**config.mk**
```make
export PLATFORM = sky130hd
export DESIGN_NAME = brf_notify
export DESIGN_NICKNAME = d
export VERILOG_FILES = /design/src/rtl/core/brf_pkg.sv /design/src/rtl/core/brf_notify.sv
export SDC_FILE = /design/constraint.sdc
export NUM_CORES = 1
export LEC_CHECK = 0
export ABC_CLOCK_PERIOD_IN_PS = 6700
export BUFFER_PORTS_ARGS = -buffer_cell sky130_fd_sc_hd__buf_2
export CAP_MARGIN = 20
export CELL_PAD_IN_SITES_DETAIL_PLACEMENT = 1
export CELL_PAD_IN_SITES_GLOBAL_PLACEMENT = 1
export CORE_MARGIN = 4
export CORE_UTILIZATION = 35
export DETAILED_ROUTE_END_ITERATION = 7
export PLACE_DENSITY = 0.89
export SLEW_MARGIN = 20
export SYNTH_ARGS = -nofsm -noshare
export SYNTH_HDL_FRONTEND = slang
export SYNTH_SLANG_ARGS = --single-unit
```
**constraint.sdc**
```tcl
create_clock -name vclk -period 6.7
set_input_delay 1.34 -clock vclk [all_inputs]
set_output_delay 1.34 -clock vclk [all_outputs]
set_load 0.005 [all_outputs]
```
**src/rtl/core/brf_pkg.sv**
```systemverilog
// shared types, codes and reset values for the byte ring fifo
package brf_pkg;

   // default geometry
   localparam int DEPTH_DEFAULT     = 1024;
   localparam int MAX_BURST_DEFAULT = 64;

   // fixed field widths
   localparam int LEVEL_W = 11;
   localparam int LEN_W   = 7;
   localparam int TIME_W  = 32;
   localparam int CSR_IDX_W = 2;

   // register reset values
   localparam logic [LEVEL_W-1:0] THRESHOLD_RESET = 11'd512;
   localparam logic [LEVEL_W-1:0] FRAME_RESET     = 11'd16;
   localparam logic [TIME_W-1:0]  TIMEOUT_RESET   = 32'd100;

   // register indexes
   localparam logic [CSR_IDX_W-1:0] CSR_THRESHOLD = 2'd0;
   localparam logic [CSR_IDX_W-1:0] CSR_FRAME     = 2'd1;
   localparam logic [CSR_IDX_W-1:0] CSR_TIMEOUT   = 2'd2;

   // operation codes
   typedef enum logic [2:0] {
      MODE_WRITE  = 3'd0,
      MODE_FRAME  = 3'd1,
      MODE_READ   = 3'd2,
      MODE_PEEK   = 3'd3,
      MODE_COMMIT = 3'd4,
      MODE_MARK   = 3'd5
   } brf_mode_type;

   // sequencer states
   typedef enum logic [1:0] {
      ST_IDLE,
      ST_EXEC,
      ST_STATUS,
      ST_BURST
   } brf_state_type;

   // request item
   typedef struct packed {
      logic [2:0]        mode;
      logic [7:0]        data_byte;
      logic              frame_start;
      logic [LEN_W-1:0]  length;
      logic [TIME_W-1:0] tick_time;
   } brf_req_type;

   // result item
   typedef struct packed {
      logic [7:0]         out_byte;
      logic               byte_valid;
      logic               accepted;
      logic [LEN_W-1:0]   done_count;
      logic [LEVEL_W-1:0] fill_level;
      logic               notify;
      logic               last;
   } brf_rsp_type;

   // configuration register set
   typedef struct packed {
      logic [LEVEL_W-1:0] notify_threshold;
      logic [LEVEL_W-1:0] frame_bytes;
      logic [TIME_W-1:0]  notify_timeout;
   } brf_cfg_type;

endpackage

```
**src/rtl/core/brf_notify.sv**
```systemverilog
// notify decision from fill level, frame size and elapsed wrapping time
module brf_notify #(
   parameter int DEPTH = brf_pkg::DEPTH_DEFAULT,
   parameter int CW    = $clog2(DEPTH + 1)
) (
   input  logic [CW-1:0]                    fill_count,
   input  brf_pkg::brf_cfg_type             cfg,
   input  logic [brf_pkg::TIME_W-1:0]       last_time,
   input  logic [brf_pkg::TIME_W-1:0]       now_time,
   output logic                             notify
);
   import brf_pkg::*;

   localparam int CMPW = (CW > LEVEL_W) ? CW : LEVEL_W;

   logic [CMPW-1:0]   count_w;
   logic [TIME_W-1:0] elapsed;
   logic              over_threshold;
   logic              frame_present;
   logic              timed_out;

   // compare unit, evaluated on the cycle a result is shown
   always_comb begin
      count_w        = CMPW'(fill_count);
      elapsed        = now_time - last_time;
      over_threshold = count_w >= CMPW'(cfg.notify_threshold);
      frame_present  = count_w >= CMPW'(cfg.frame_bytes);
      timed_out      = elapsed >= cfg.notify_timeout;
      notify         = over_threshold || (frame_present && timed_out);
   end

endmodule

```
==> summary.txt <==
Status
  – Outcome: complete, no violations

Logic synthesis
  – Cell type with the largest total area after synthesis: ha_1
  – Area share of the largest cell type after synthesis: 34.6%
  – Library cells used by synthesis: 52
  – Adder-cell share of the synthesized area: between 30% and 40%
  – Ys Warns: 0
  – Largest cells by area after synthesis: ha_1 35%, inv_1 11%, a21oi_1 6.7%
  – Compound-cell area share of the yosys netlist: 30.4%
  – Syn_nets: 658
  – Synth Instances: 443
  – Post-synthesis xor/xnor area fraction: 7.68%
  – Mux contribution to synthesized area: 0.691%
  – Sequential area share after synthesis: 0%
  – Largest family of logic cells by synthesized area: adder cells
  – Syn avg cell area: between 6 and 7 um2
  – Mapped cell area: 3080 um2
  – Synth Area in Simple Gates: 13.8%

Finish
  – Inserted Diodes: 0
  – Share of cells above drive strength 1: between 20 and 30%
  – FFs & Latches: 0
  – # clk buffers: 0
  – Fin util: 46.1%
  – Nets: approximately 790
  – Area Overhead vs Synth: 25.5%
  – # fillers: 1151
  – Storage cell area: 0 um2

Global route
  – GRT overflow: 0
  – First-pass GRT wire length: 16200 um
  – Pin count of the biggest net entering global routing: 11
  – Overall Global Routing Usage: 18.5%
  – Initial antenna violation count: 0
  – Vias in the first global route: roughly 3800

Placement
  – Pre-CTS setup slack: 0.281 ns
  – Gp weighted congestion: 0.881
  – Dpl hpwl: 9240 um
  – I/O Buffers: 130

Power
  – PD cells: 94.4 nW/um2
  – Power, Total: 0.365 mW
  – Sw frac: approximately 54%
  – Comb pwr share: 100.0%
  – Worst vdd ir: 0.0390 mV
  – Leak: 2.27 nW
  – Clk network pwr share: 0%
  – Sequential share of power: 0%
  – Switch Pwr: 0.197 mW
  – Internal power: 0.168 mW

Routing
  – DR iter-0 viols: 89
  – First-pass DRT Iterations: 4
  – Drt wl/cell: 15.2 um
  – Via count: about 3600
  – Via-to-Cell Ratio: around 5.3
  – Final ANT Viol Nets: 0
  – DRC: 0
  – Final wirelength: around 10000 um

STA
  – Final Hold Viols: 0
  – Worst hold slack: 3.28 ns
  – Slew HR: 68.3%
  – Slew @ Worst Pin: 0.464 ns
  – Unrepaired setup endpoints after global routing: false
  – Setup Viol. Count Final: 0
  – Final Slew Violations: 0
  – Final period util: roughly 95%
  – Final setup margin: 0.337 ns
  – FMAX: 157 MHz
  – Crit path time final: 6.36 ns
  – Setup TNS: 0 ns

Floorplanning
  – Die Area: about 10000 um2
  – Initial Utilization: a little under two fifths
  – IO Count: 130
  – Die Wd: a little over 100 um
  – Die height: between 100 and 150 um
  – Core ar.: roughly 8400 um2
  – Std cell rows: 33

Worst setup path
  – Startpoint types: input pin
  – Crit Path Category: input pin to output pin
  – CP required: 5.36 ns
  – Critical Path Max Stage Delay: 0.41 ns
  – Arrival time of the worst setup path: 5.02 ns
  – CP cell instances: buf_2 > inv_1 > ha_1 > inv_1 > fa_1 > a21o_1 > a311oi_2 > o21ai_2 > a41oi_2 > nor3_1 > a311oi_1 > nor2_1 > ha_1 > nand4_1 > nor4_2 > a221oi_1 > o21ai_0 > a311oi_1 > o21ai_0 > buf_2
  – Crit path max fanout: 4
  – CP endpoint kind: output pin
  – Critical Path Slowest Stage Cell: fa_1

Job
  – Max cap viols: 0

Hold path
  – Min-Delay Path Class: input pin to output pin

Clock network
  – CTS Hold Bufs: 0
==> placed cells by master, fill, tap and decap left out, drive strengths merged, types with 6 or more instances in the layout <==
cell | Yosys | final
o21ai | 30 | 30
nor2 | 18 | 18
nand2 | 27 | 27
nand4 | 7 | 7
nand3 | 8 | 8
nand2b | 6 | 6
buf | 0 | 133
a21o | 17 | 17
a21oi | 42 | 42
xnor2 | 19 | 19
ha | 85 | 85
a211oi | 8 | 8
o21a | 6 | 6
xor2 | 8 | 8
inv | 93 | 93
==> cell usage after synthesis (2+ instances only) <==
cell / n
o21a_1: 6
o211ai_1: 4
o21ai_1: 2
xnor2_1: 19
and3_1: 3
and4_1: 2
a211oi_1: 8
a31oi_1: 5
nand3_1: 8
a21oi_1: 41
o21bai_1: 3
o31ai_1: 2
nor3_1: 5
clkbuf_1: 7
o21ai_0: 27
inv_1: 93
nor2b_1: 4
nand4_1: 7
o31a_1: 2
nor4_1: 2
xor2_1: 8
nor2_1: 18
a311oi_1: 3
nand2_1: 27
o2111ai_1: 2
o221ai_1: 3
nand2b_1: 6
ha_1: 85
a21o_1: 17
a41oi_2: 2
==> per-stage QoR <==
stage | std cells | area (um2)
detailed placement | 672 | 3840
global route | 674 | 3860
finish | 674 | 3860
CTS | 672 | 3840
floorplan | 443 | 3080
global placement | 672 | 3840
==> power by group through the flow <==
stage	combinational, mW	clock [mW]	sequential [mW]
6_report	0.365	0	0
3_3_place_gp	0.337	0	0
2_1_floorplan	0.245	0	0
4_1_cts	0.362	0	0
5_1_grt	0.414	0	0
3_5_place_dp	0.359	0	0
==> final timing paths <==
check                       from  endpoint  slack, ns  cells after the start
setup / recovery     now_time[0]    notify       0.34                     20
hold / removal    fill_count[10]    notify       3.28                      6
==> cell type report <==
class                      count  area (um2)  share of cell area [%]
multi-input combinational    343        2710                    70.1
tap                          105         131                    3.40
timing repair buffer         133         673                    17.4
inverter                      93         349                    9.04
==> kinds of logic after synthesis <==
| family | count (synthesis) |
|---|---|
| AOI/OAI and AO/OA | 141 |
| xor gates and xnor gates | 27 |
| adders and majority gates | 86 |
| buffers and inverters | 100 |
| muxes | 2 |
| and+or+nand+nor | 87 |
==> repair_timing <==
| item | 4_1_cts | 5_1_grt |
|---|---|---|
| gates resized for setup | 0 | 1 |
| setup endpoints to repair | 0 | 1 |
| buffers inserted | 0 | 2 |
==> worst max-delay path, delay by kind of cell <==
| family | cells | cell delay, ns |
|---|---|---|
| AND/OR/NAND/NOR | 4 | 0.40 |
| buffers and inverters | 4 | 0.36 |
| AO/OA/AOI/OAI | 9 | 2.05 |
| adder cells (fa/ha/maj) | 3 | 0.87 |
==> per-layer routing <==
metal  global-route usage [%]  vias to the layer above  routed length [um]
met5                        0                        -                   0
met2                     36.6                      100                5150
met1                     22.8                     1629                4390
met3                    0.482                        6                 591
met4                     1.74                        0                  80
li1                         -                     1819                   -
No activity file was read; power rests on OpenSTA's default activity.
