[src/rtl/core/brf_pkg.sv]
// shared types, codes and reset values for the byte ring fifo
package brf_pkg;

   // default geometry
   localparam int DEPTH_DEFAULT     = 1024;
   localparam int MAX_BURST_DEFAULT = 64;

   // fixed field widths
   localparam int LEVEL_W = 11;
   localparam int LEN_W   = 7;
   localparam int TIME_W  = 32;
   localparam int CSR_IDX_W = 2;

   // register reset values
   localparam logic [LEVEL_W-1:0] THRESHOLD_RESET = 11'd512;
   localparam logic [LEVEL_W-1:0] FRAME_RESET     = 11'd16;
   localparam logic [TIME_W-1:0]  TIMEOUT_RESET   = 32'd100;

   // register indexes
   localparam logic [CSR_IDX_W-1:0] CSR_THRESHOLD = 2'd0;
   localparam logic [CSR_IDX_W-1:0] CSR_FRAME     = 2'd1;
   localparam logic [CSR_IDX_W-1:0] CSR_TIMEOUT   = 2'd2;

   // operation codes
   typedef enum logic [2:0] {
      MODE_WRITE  = 3'd0,
      MODE_FRAME  = 3'd1,
      MODE_READ   = 3'd2,
      MODE_PEEK   = 3'd3,
      MODE_COMMIT = 3'd4,
      MODE_MARK   = 3'd5
   } brf_mode_type;

   // sequencer states
   typedef enum logic [1:0] {
      ST_IDLE,
      ST_EXEC,
      ST_STATUS,
      ST_BURST
   } brf_state_type;

   // request item
   typedef struct packed {
      logic [2:0]        mode;
      logic [7:0]        data_byte;
      logic              frame_start;
      logic [LEN_W-1:0]  length;
      logic [TIME_W-1:0] tick_time;
   } brf_req_type;

   // result item
   typedef struct packed {
      logic [7:0]         out_byte;
      logic               byte_valid;
      logic               accepted;
      logic [LEN_W-1:0]   done_count;
      logic [LEVEL_W-1:0] fill_level;
      logic               notify;
      logic               last;
   } brf_rsp_type;

   // configuration register set
   typedef struct packed {
      logic [LEVEL_W-1:0] notify_threshold;
      logic [LEVEL_W-1:0] frame_bytes;
      logic [TIME_W-1:0]  notify_timeout;
   } brf_cfg_type;

endpackage

[src/rtl/core/brf_seq.sv]
// operation sequencer: pointers, fill count, frame admission and byte bursts
module brf_seq #(
   parameter int DEPTH     = brf_pkg::DEPTH_DEFAULT,
   parameter int MAX_BURST = brf_pkg::MAX_BURST_DEFAULT,
   parameter int AW        = $clog2(DEPTH),
   parameter int CW        = $clog2(DEPTH + 1)
) (
   input  logic                        clock,
   input  logic                        reset,
   input  logic                        start,
   output logic                        busy,
   input  brf_pkg::brf_req_type        req_payload,
   input  brf_pkg::brf_cfg_type        cfg,
   output logic                        rsp_valid,
   output brf_pkg::brf_rsp_type        rsp_payload,
   input  logic                        notify,
   output logic [CW-1:0]               fill_count,
   output logic [brf_pkg::TIME_W-1:0]  last_time,
   output logic [brf_pkg::TIME_W-1:0]  now_time,
   output logic                        ram_wr_en,
   output logic [AW-1:0]               ram_wr_addr,
   output logic [7:0]                  ram_wr_data,
   output logic                        ram_rd_en,
   output logic [AW-1:0]               ram_rd_addr,
   input  logic [7:0]                  ram_rd_data
);
   import brf_pkg::*;

   localparam int CMPW = (CW > LEVEL_W) ? CW : LEVEL_W;
   localparam int MW   = (CW > LEN_W) ? CW : LEN_W;

   brf_state_type     state_ff, state_in;
   brf_req_type       item_ff, item_in;
   logic [AW-1:0]     wr_idx_ff, wr_idx_in;
   logic [AW-1:0]     rd_idx_ff, rd_idx_in;
   logic [AW-1:0]     pos_ff, pos_in;
   logic [CW-1:0]     count_ff, count_in;
   logic              admit_ff, admit_in;
   logic [TIME_W-1:0] last_time_ff, last_time_in;
   logic [LEN_W-1:0]  total_ff, total_in;
   logic [LEN_W-1:0]  sent_ff, sent_in;
   logic              acc_ff, acc_in;
   logic [LEN_W-1:0]  done_ff, done_in;

   logic              full;
   logic [CW-1:0]     free_slots;
   logic              room_for_frame;
   logic [MW-1:0]     avail;
   logic [MW-1:0]     burst_n;
   logic [CW:0]       commit_sum;
   logic [LEN_W-1:0]  sent_next;
   logic              is_read;

   // ring index advance
   function automatic logic [AW-1:0] inc_idx(input logic [AW-1:0] idx);
      inc_idx = (idx == AW'(DEPTH - 1)) ? '0 : idx + AW'(1);
   endfunction

   // state register
   always_ff @(posedge clock) begin
      if (reset) begin
         state_ff     <= ST_IDLE;
         wr_idx_ff    <= '0;
         rd_idx_ff    <= '0;
         count_ff     <= '0;
         admit_ff     <= 1'b0;
         last_time_ff <= '0;
      end else begin
         state_ff     <= state_in;
         wr_idx_ff    <= wr_idx_in;
         rd_idx_ff    <= rd_idx_in;
         count_ff     <= count_in;
         admit_ff     <= admit_in;
         last_time_ff <= last_time_in;
      end
   end

   // item and burst bookkeeping
   always_ff @(posedge clock) begin
      item_ff  <= item_in;
      pos_ff   <= pos_in;
      total_ff <= total_in;
      sent_ff  <= sent_in;
      acc_ff   <= acc_in;
      done_ff  <= done_in;
   end

   // shared compares and sums on the held item
   always_comb begin
      full           = count_ff == CW'(DEPTH);
      free_slots     = CW'(DEPTH) - count_ff;
      room_for_frame = CMPW'(cfg.frame_bytes) <= CMPW'(free_slots);
      avail          = (MW'(item_ff.length) < MW'(count_ff)) ? MW'(item_ff.length)
                                                              : MW'(count_ff);
      burst_n        = (avail > MW'(MAX_BURST)) ? MW'(MAX_BURST) : avail;
      commit_sum     = (CW + 1)'(rd_idx_ff) + (CW + 1)'(CW'(avail));
      if (commit_sum >= (CW + 1)'(DEPTH)) begin
         commit_sum = commit_sum - (CW + 1)'(DEPTH);
      end
      sent_next      = sent_ff + LEN_W'(1);
      is_read        = item_ff.mode == MODE_READ;
   end

   // next state and outputs
   always_comb begin
      state_in     = state_ff;
      item_in      = item_ff;
      wr_idx_in    = wr_idx_ff;
      rd_idx_in    = rd_idx_ff;
      pos_in       = pos_ff;
      count_in     = count_ff;
      admit_in     = admit_ff;
      last_time_in = last_time_ff;
      total_in     = total_ff;
      sent_in      = sent_ff;
      acc_in       = acc_ff;
      done_in      = done_ff;
      ram_wr_en    = 1'b0;
      ram_wr_addr  = wr_idx_ff;
      ram_wr_data  = item_ff.data_byte;
      ram_rd_en    = 1'b0;
      ram_rd_addr  = pos_ff;
      rsp_valid    = 1'b0;
      rsp_payload  = '0;
      rsp_payload.fill_level = LEVEL_W'(count_ff);
      rsp_payload.notify     = notify;

      case (state_ff)
         ST_IDLE: begin
            if (start) begin
               item_in  = req_payload;
               state_in = ST_EXEC;
            end
         end

         ST_EXEC: begin
            acc_in   = 1'b0;
            done_in  = '0;
            state_in = ST_STATUS;
            case (item_ff.mode)
               MODE_WRITE: begin
                  if (!full) begin
                     ram_wr_en = 1'b1;
                     wr_idx_in = inc_idx(wr_idx_ff);
                     count_in  = count_ff + CW'(1);
                     acc_in    = 1'b1;
                  end
               end
               MODE_FRAME: begin
                  // frame start re-decides admission for the whole frame
                  if ((item_ff.frame_start ? room_for_frame : admit_ff) && !full) begin
                     ram_wr_en = 1'b1;
                     wr_idx_in = inc_idx(wr_idx_ff);
                     count_in  = count_ff + CW'(1);
                     acc_in    = 1'b1;
                  end
                  if (item_ff.frame_start) begin
                     admit_in = room_for_frame;
                  end
               end
               MODE_READ, MODE_PEEK: begin
                  if (burst_n != '0) begin
                     ram_rd_en   = 1'b1;
                     ram_rd_addr = rd_idx_ff;
                     pos_in      = inc_idx(rd_idx_ff);
                     total_in    = LEN_W'(burst_n);
                     sent_in     = '0;
                     state_in    = ST_BURST;
                     if (is_read) begin
                        rd_idx_in = inc_idx(rd_idx_ff);
                        count_in  = count_ff - CW'(1);
                     end
                  end
               end
               MODE_COMMIT: begin
                  rd_idx_in = AW'(commit_sum);
                  count_in  = count_ff - CW'(avail);
                  done_in   = LEN_W'(avail);
               end
               MODE_MARK: begin
                  last_time_in = item_ff.tick_time;
               end
               default: begin
               end
            endcase
         end

         ST_STATUS: begin
            rsp_valid              = 1'b1;
            rsp_payload.accepted   = acc_ff;
            rsp_payload.done_count = done_ff;
            rsp_payload.last       = 1'b1;
            state_in               = ST_IDLE;
         end

         ST_BURST: begin
            rsp_valid              = 1'b1;
            rsp_payload.out_byte   = ram_rd_data;
            rsp_payload.byte_valid = 1'b1;
            rsp_payload.done_count = sent_next;
            rsp_payload.last       = sent_next == total_ff;
            sent_in                = sent_next;
            // fetch the following byte while this one is shown
            if (sent_next == total_ff) begin
               state_in = ST_IDLE;
            end else begin
               ram_rd_en   = 1'b1;
               ram_rd_addr = pos_ff;
               pos_in      = inc_idx(pos_ff);
               if (is_read) begin
                  rd_idx_in = inc_idx(pos_ff);
                  count_in  = count_ff - CW'(1);
               end
            end
         end

         default: begin
            state_in = ST_IDLE;
         end
      endcase
   end

   assign busy       = state_ff != ST_IDLE;
   assign fill_count = count_ff;
   assign last_time  = last_time_ff;
   assign now_time   = item_ff.tick_time;

endmodule

[config.mk]
export PLATFORM = sky130hd
export DESIGN_NAME = brf_seq
export DESIGN_NICKNAME = d
export VERILOG_FILES = /design/src/rtl/core/brf_pkg.sv /design/src/rtl/core/brf_seq.sv
export SDC_FILE = /design/constraint.sdc
export NUM_CORES = 1
export LEC_CHECK = 0
export BUFFER_PORTS_ARGS = -buffer_cell sky130_fd_sc_hd__buf_2
export CORE_MARGIN = 2
export CORE_UTILIZATION = 45
export CTS_CLUSTER_SIZE = 30
export DETAILED_ROUTE_END_ITERATION = 10
export GPL_TIMING_DRIVEN = 0
export HOLD_SLACK_MARGIN = 0.15
export PLACE_DENSITY = 0.8
export SETUP_SLACK_MARGIN = 0.3
export SYNTH_ARGS = -nofsm -noshare
export SYNTH_HDL_FRONTEND = slang
export SYNTH_SLANG_ARGS = --single-unit
[constraint.sdc]
create_clock -name clock -period 4.4 [get_ports clock]
set_clock_uncertainty 0.15 [all_clocks]
set_input_delay 0.88 -clock clock [delete_from_list [all_inputs] [get_ports clock]]
set_output_delay 0.88 -clock clock [all_outputs]
set_load 0.01 [all_outputs]
==> results.yml <==
worst_hold_path:
  worst_hold_path_type: "flip-flop to flip-flop"
  worst_hold_path.endpoint: "last_time[15]"
  holdPathStages: 2
  min_from: "last_time[15]"
final_layout:
  layout_common_cells: "buf_2, nand2_1, buf_4, edfxtp_1"
  drive_gt1_share_pct: 34.7
  nFillCells: 1485
  multi_input_area_um2: 4220
  syn_to_final_growth_pct: 30.7
  diodes: 0
  layout.nets: 1322
  seq_area_um2: 3840
  final_common_cell: "buf_2"
worst_setup_path:
  rr_endpoint: "fill_count[10]"
  arrival_ps: 4280
  path_max_fanout: 5
  end_kind: "flip-flop"
  r2r_cells: 16
  reg2reg_slack_ps: 320
  crit_type: "flip-flop to flip-flop"
  critPathLaunchType: "flip-flop"
  critPathRequiredTime_ps: 4600
  rr_startpoint: "item_ff[36]"
placement:
  dp_hpwl_um: 17300
  gp_congestion: 0.913
  port_buffers: 209
synth:
  ys_ff_latch: 149
  async_reset_ff_share_pct: 0
  avgSynthCellArea_um2: 9.37
  synth.top_cell.area_share_pct: 29.7
  yosys.cell_types.count: 69
  synth_ff_type: "edfxtp_1"
  yosysTopAreaCell: "edfxtp_1"
  ys_top_cells_by_area: "edfxtp_1, dfxtp_1, nand2_1"
  synth_warnings: 0
  syn_area_um2: 8400
  synth_edf_count: 83
  ys_seq_area_share_pct: 45.4
  netlist_instances: 896
global_route:
  grt.total_usage_pct: 23.6
  overflow: 0
  grt_max_degree: 37
  grt_pass1_wl_um: 36600
  grt_pass1_vias: 7205
  grt_antenna_before_repair: 0
timing:
  max_clock_freq_mhz: 245
  holdWs_ps: 302
  final_hold_viol_count: 0
  fin_crit_ps: 4080
  worst_slew_pin_slew_ps: 1170
  rsz0062_at_grt: "true"
  slew_violations: 0
  timing.slew.headroom_pct: 21.6
  finalCritPeriodShare_pct: 92.8
  setup_viol: 0
cts:
  clk_pin_slew_ps: 70
  cts_tree: "built"
  root_buffer: "clkbuf_16"
  clk_latency_ps: 440
  clkSinkCount: 149
  postCtsHoldBufs: 0
  cts_buffer_depth: 2
  cts_buffers: 17
  htree_levels: 4
power:
  vdd_drop_max_v: 0.000255
  leakage_nw: 5.01
  powerDensity_nw_per_um2: 364
  finalPower_mw: 3.99
routing:
  vias: 7651
  drcViolationCount: 0
  drt_iter0_drc: 473
  wl_per_cell_um: 17.4
  wirelength_um: 24400
  drtPass1Iterations: 5
  antenna_left: 0
  via_per_inst: 5.45
job:
  cap_violations: 0
floorplanning:
  fp.dieW_um: 141
  rows: 49
  pin_count: 254
  start_util_pct: 46.3
  die_y_um: 141
  dieArea_um2: 19800
  core_area_um2: 18100
status:
  outcome: "complete, no violations"
cell families (layout without fill, tap and decap cells):
kind of cell    Yosys count  count (layout)  synth area share [%]
compound gates          179             179                  13.4
fa+ha+maj                43              43                  6.59
buf+inv                 116             394                  7.58
other cells               1               2                0.0447
simple gates            337             337                  18.6
mux                      19              19                  2.34
flops                   149             149                  45.4
xor+xnor                 52              52                  6.09
layer usage:
metal  up-vias  share of wire (%)  global-route usage, %
met1      3567                 40                   29.2
li1       3664                  -                      -
met3        59                9.4                   7.64
met2       361                 48                   38.6
met4         0                2.8                   8.63
met5         -                  0                      0
worst max path at each step:
stage | slack [ps] | to | startpoint
3_3_place_gp | -680 | now_time[9] | state_ff[1]
6_report | 320 | fill_count[10] | item_ff[36]
5_1_grt | 250 | ram_wr_en | fill_count[2]
2_1_floorplan | 340 | rd_idx_ff[8] | fill_count[2]
4_1_cts | 160 | ram_wr_en | fill_count[0]
3_5_place_dp | -260 | fill_count[10] | fill_count[2]
worst max-delay path: stages, from the launching register on:
cell and delay, ps:
edfxtp_1 510, ha_4 320, a21oi_1 70, o21ai_2 180
a21oi_4 70, nor2_4 220, mux2i_2 330, inv_1 120
nor2_1 140, ha_1 320, a211oi_2 230, nor2_1 100
or2_2 320, a31o_2 220, or3_1 340, a21o_1 160
a31oi_1 190
power breakdown:
group / total [mW] / internal [mW] / switching (mW)
registers: 1.60 / 1.54 / 0.0563
logic: 0.873 / 0.402 / 0.472
clock network: 1.52 / 0.825 / 0.697
cell type report:
cell class / instances / share of cell area (%)
clock buffer: 17 / 3.88
buffer: 87 / 4.96
inverter: 29 / 1.05
clock inverter: 15 / 1.82
multi-input combinational: 632 / 38.5
tap: 229 / 2.61
sequential: 149 / 35.0
timing repair buffer: 246 / 12.2
registers in the layout, indices dropped and copies added (netlist names), 8 cells and up:
name,count
fill_count,11
item_ff,11
last_time,32
now_time,32
pos_ff,10
ram_wr_addr,10
ram_wr_data,8
rd_idx_ff,10
what timing repair did:
item	4_1_cts	5_1_grt
setup buffers	8	28
setup endpoints to repair	32	27
gates resized for setup	33	51
pin swaps	5	23
through the flow:
stage,worst slack [ps],util (%),TNS (ps),cells,cell area [um2]
final,316,60.5,0,1404,11000
after CTS,162,58.0,0,1376,10500
after global placement,-681,53.6,-35330,1335,9730
after detailed placement,-262,53.8,-922,1336,9760
after global routing,247,60.5,0,1404,11000
after floorplan,339,-,0,897,8400
cells in the mapped netlist (2+ instances only):
cell type / count
nand2_1: 154
edfxtp_1: 83
nor2_1: 68
a21oi_1: 66
dfxtp_1: 66
buf_4: 52
ha_1: 41
o21ai_0: 32
clkbuf_1: 28
inv_1: 27
xnor2_1: 24
xor2_1: 24
nand3_1: 23
and3_1: 19
mux2i_1: 14
a211oi_1: 11
nand4_1: 11
or3_1: 11
and2_1: 10
o211ai_1: 9
a21o_1: 8
o22ai_1: 8
nor2b_1: 7
nor3_1: 7
o21a_1: 7
or2_2: 6
a31oi_1: 5
buf_2: 5
mux2_2: 5
nand2b_1: 5
a211o_1: 4
a31o_2: 4
nor4_1: 4
and4_1: 3
o32ai_1: 3
xnor3_1: 3
a311o_1: 2
buf_1: 2
fa_1: 2
nor3_2: 2
o211a_1: 2
o221ai_1: 2
No activity file was read; power rests on OpenSTA's default activity.
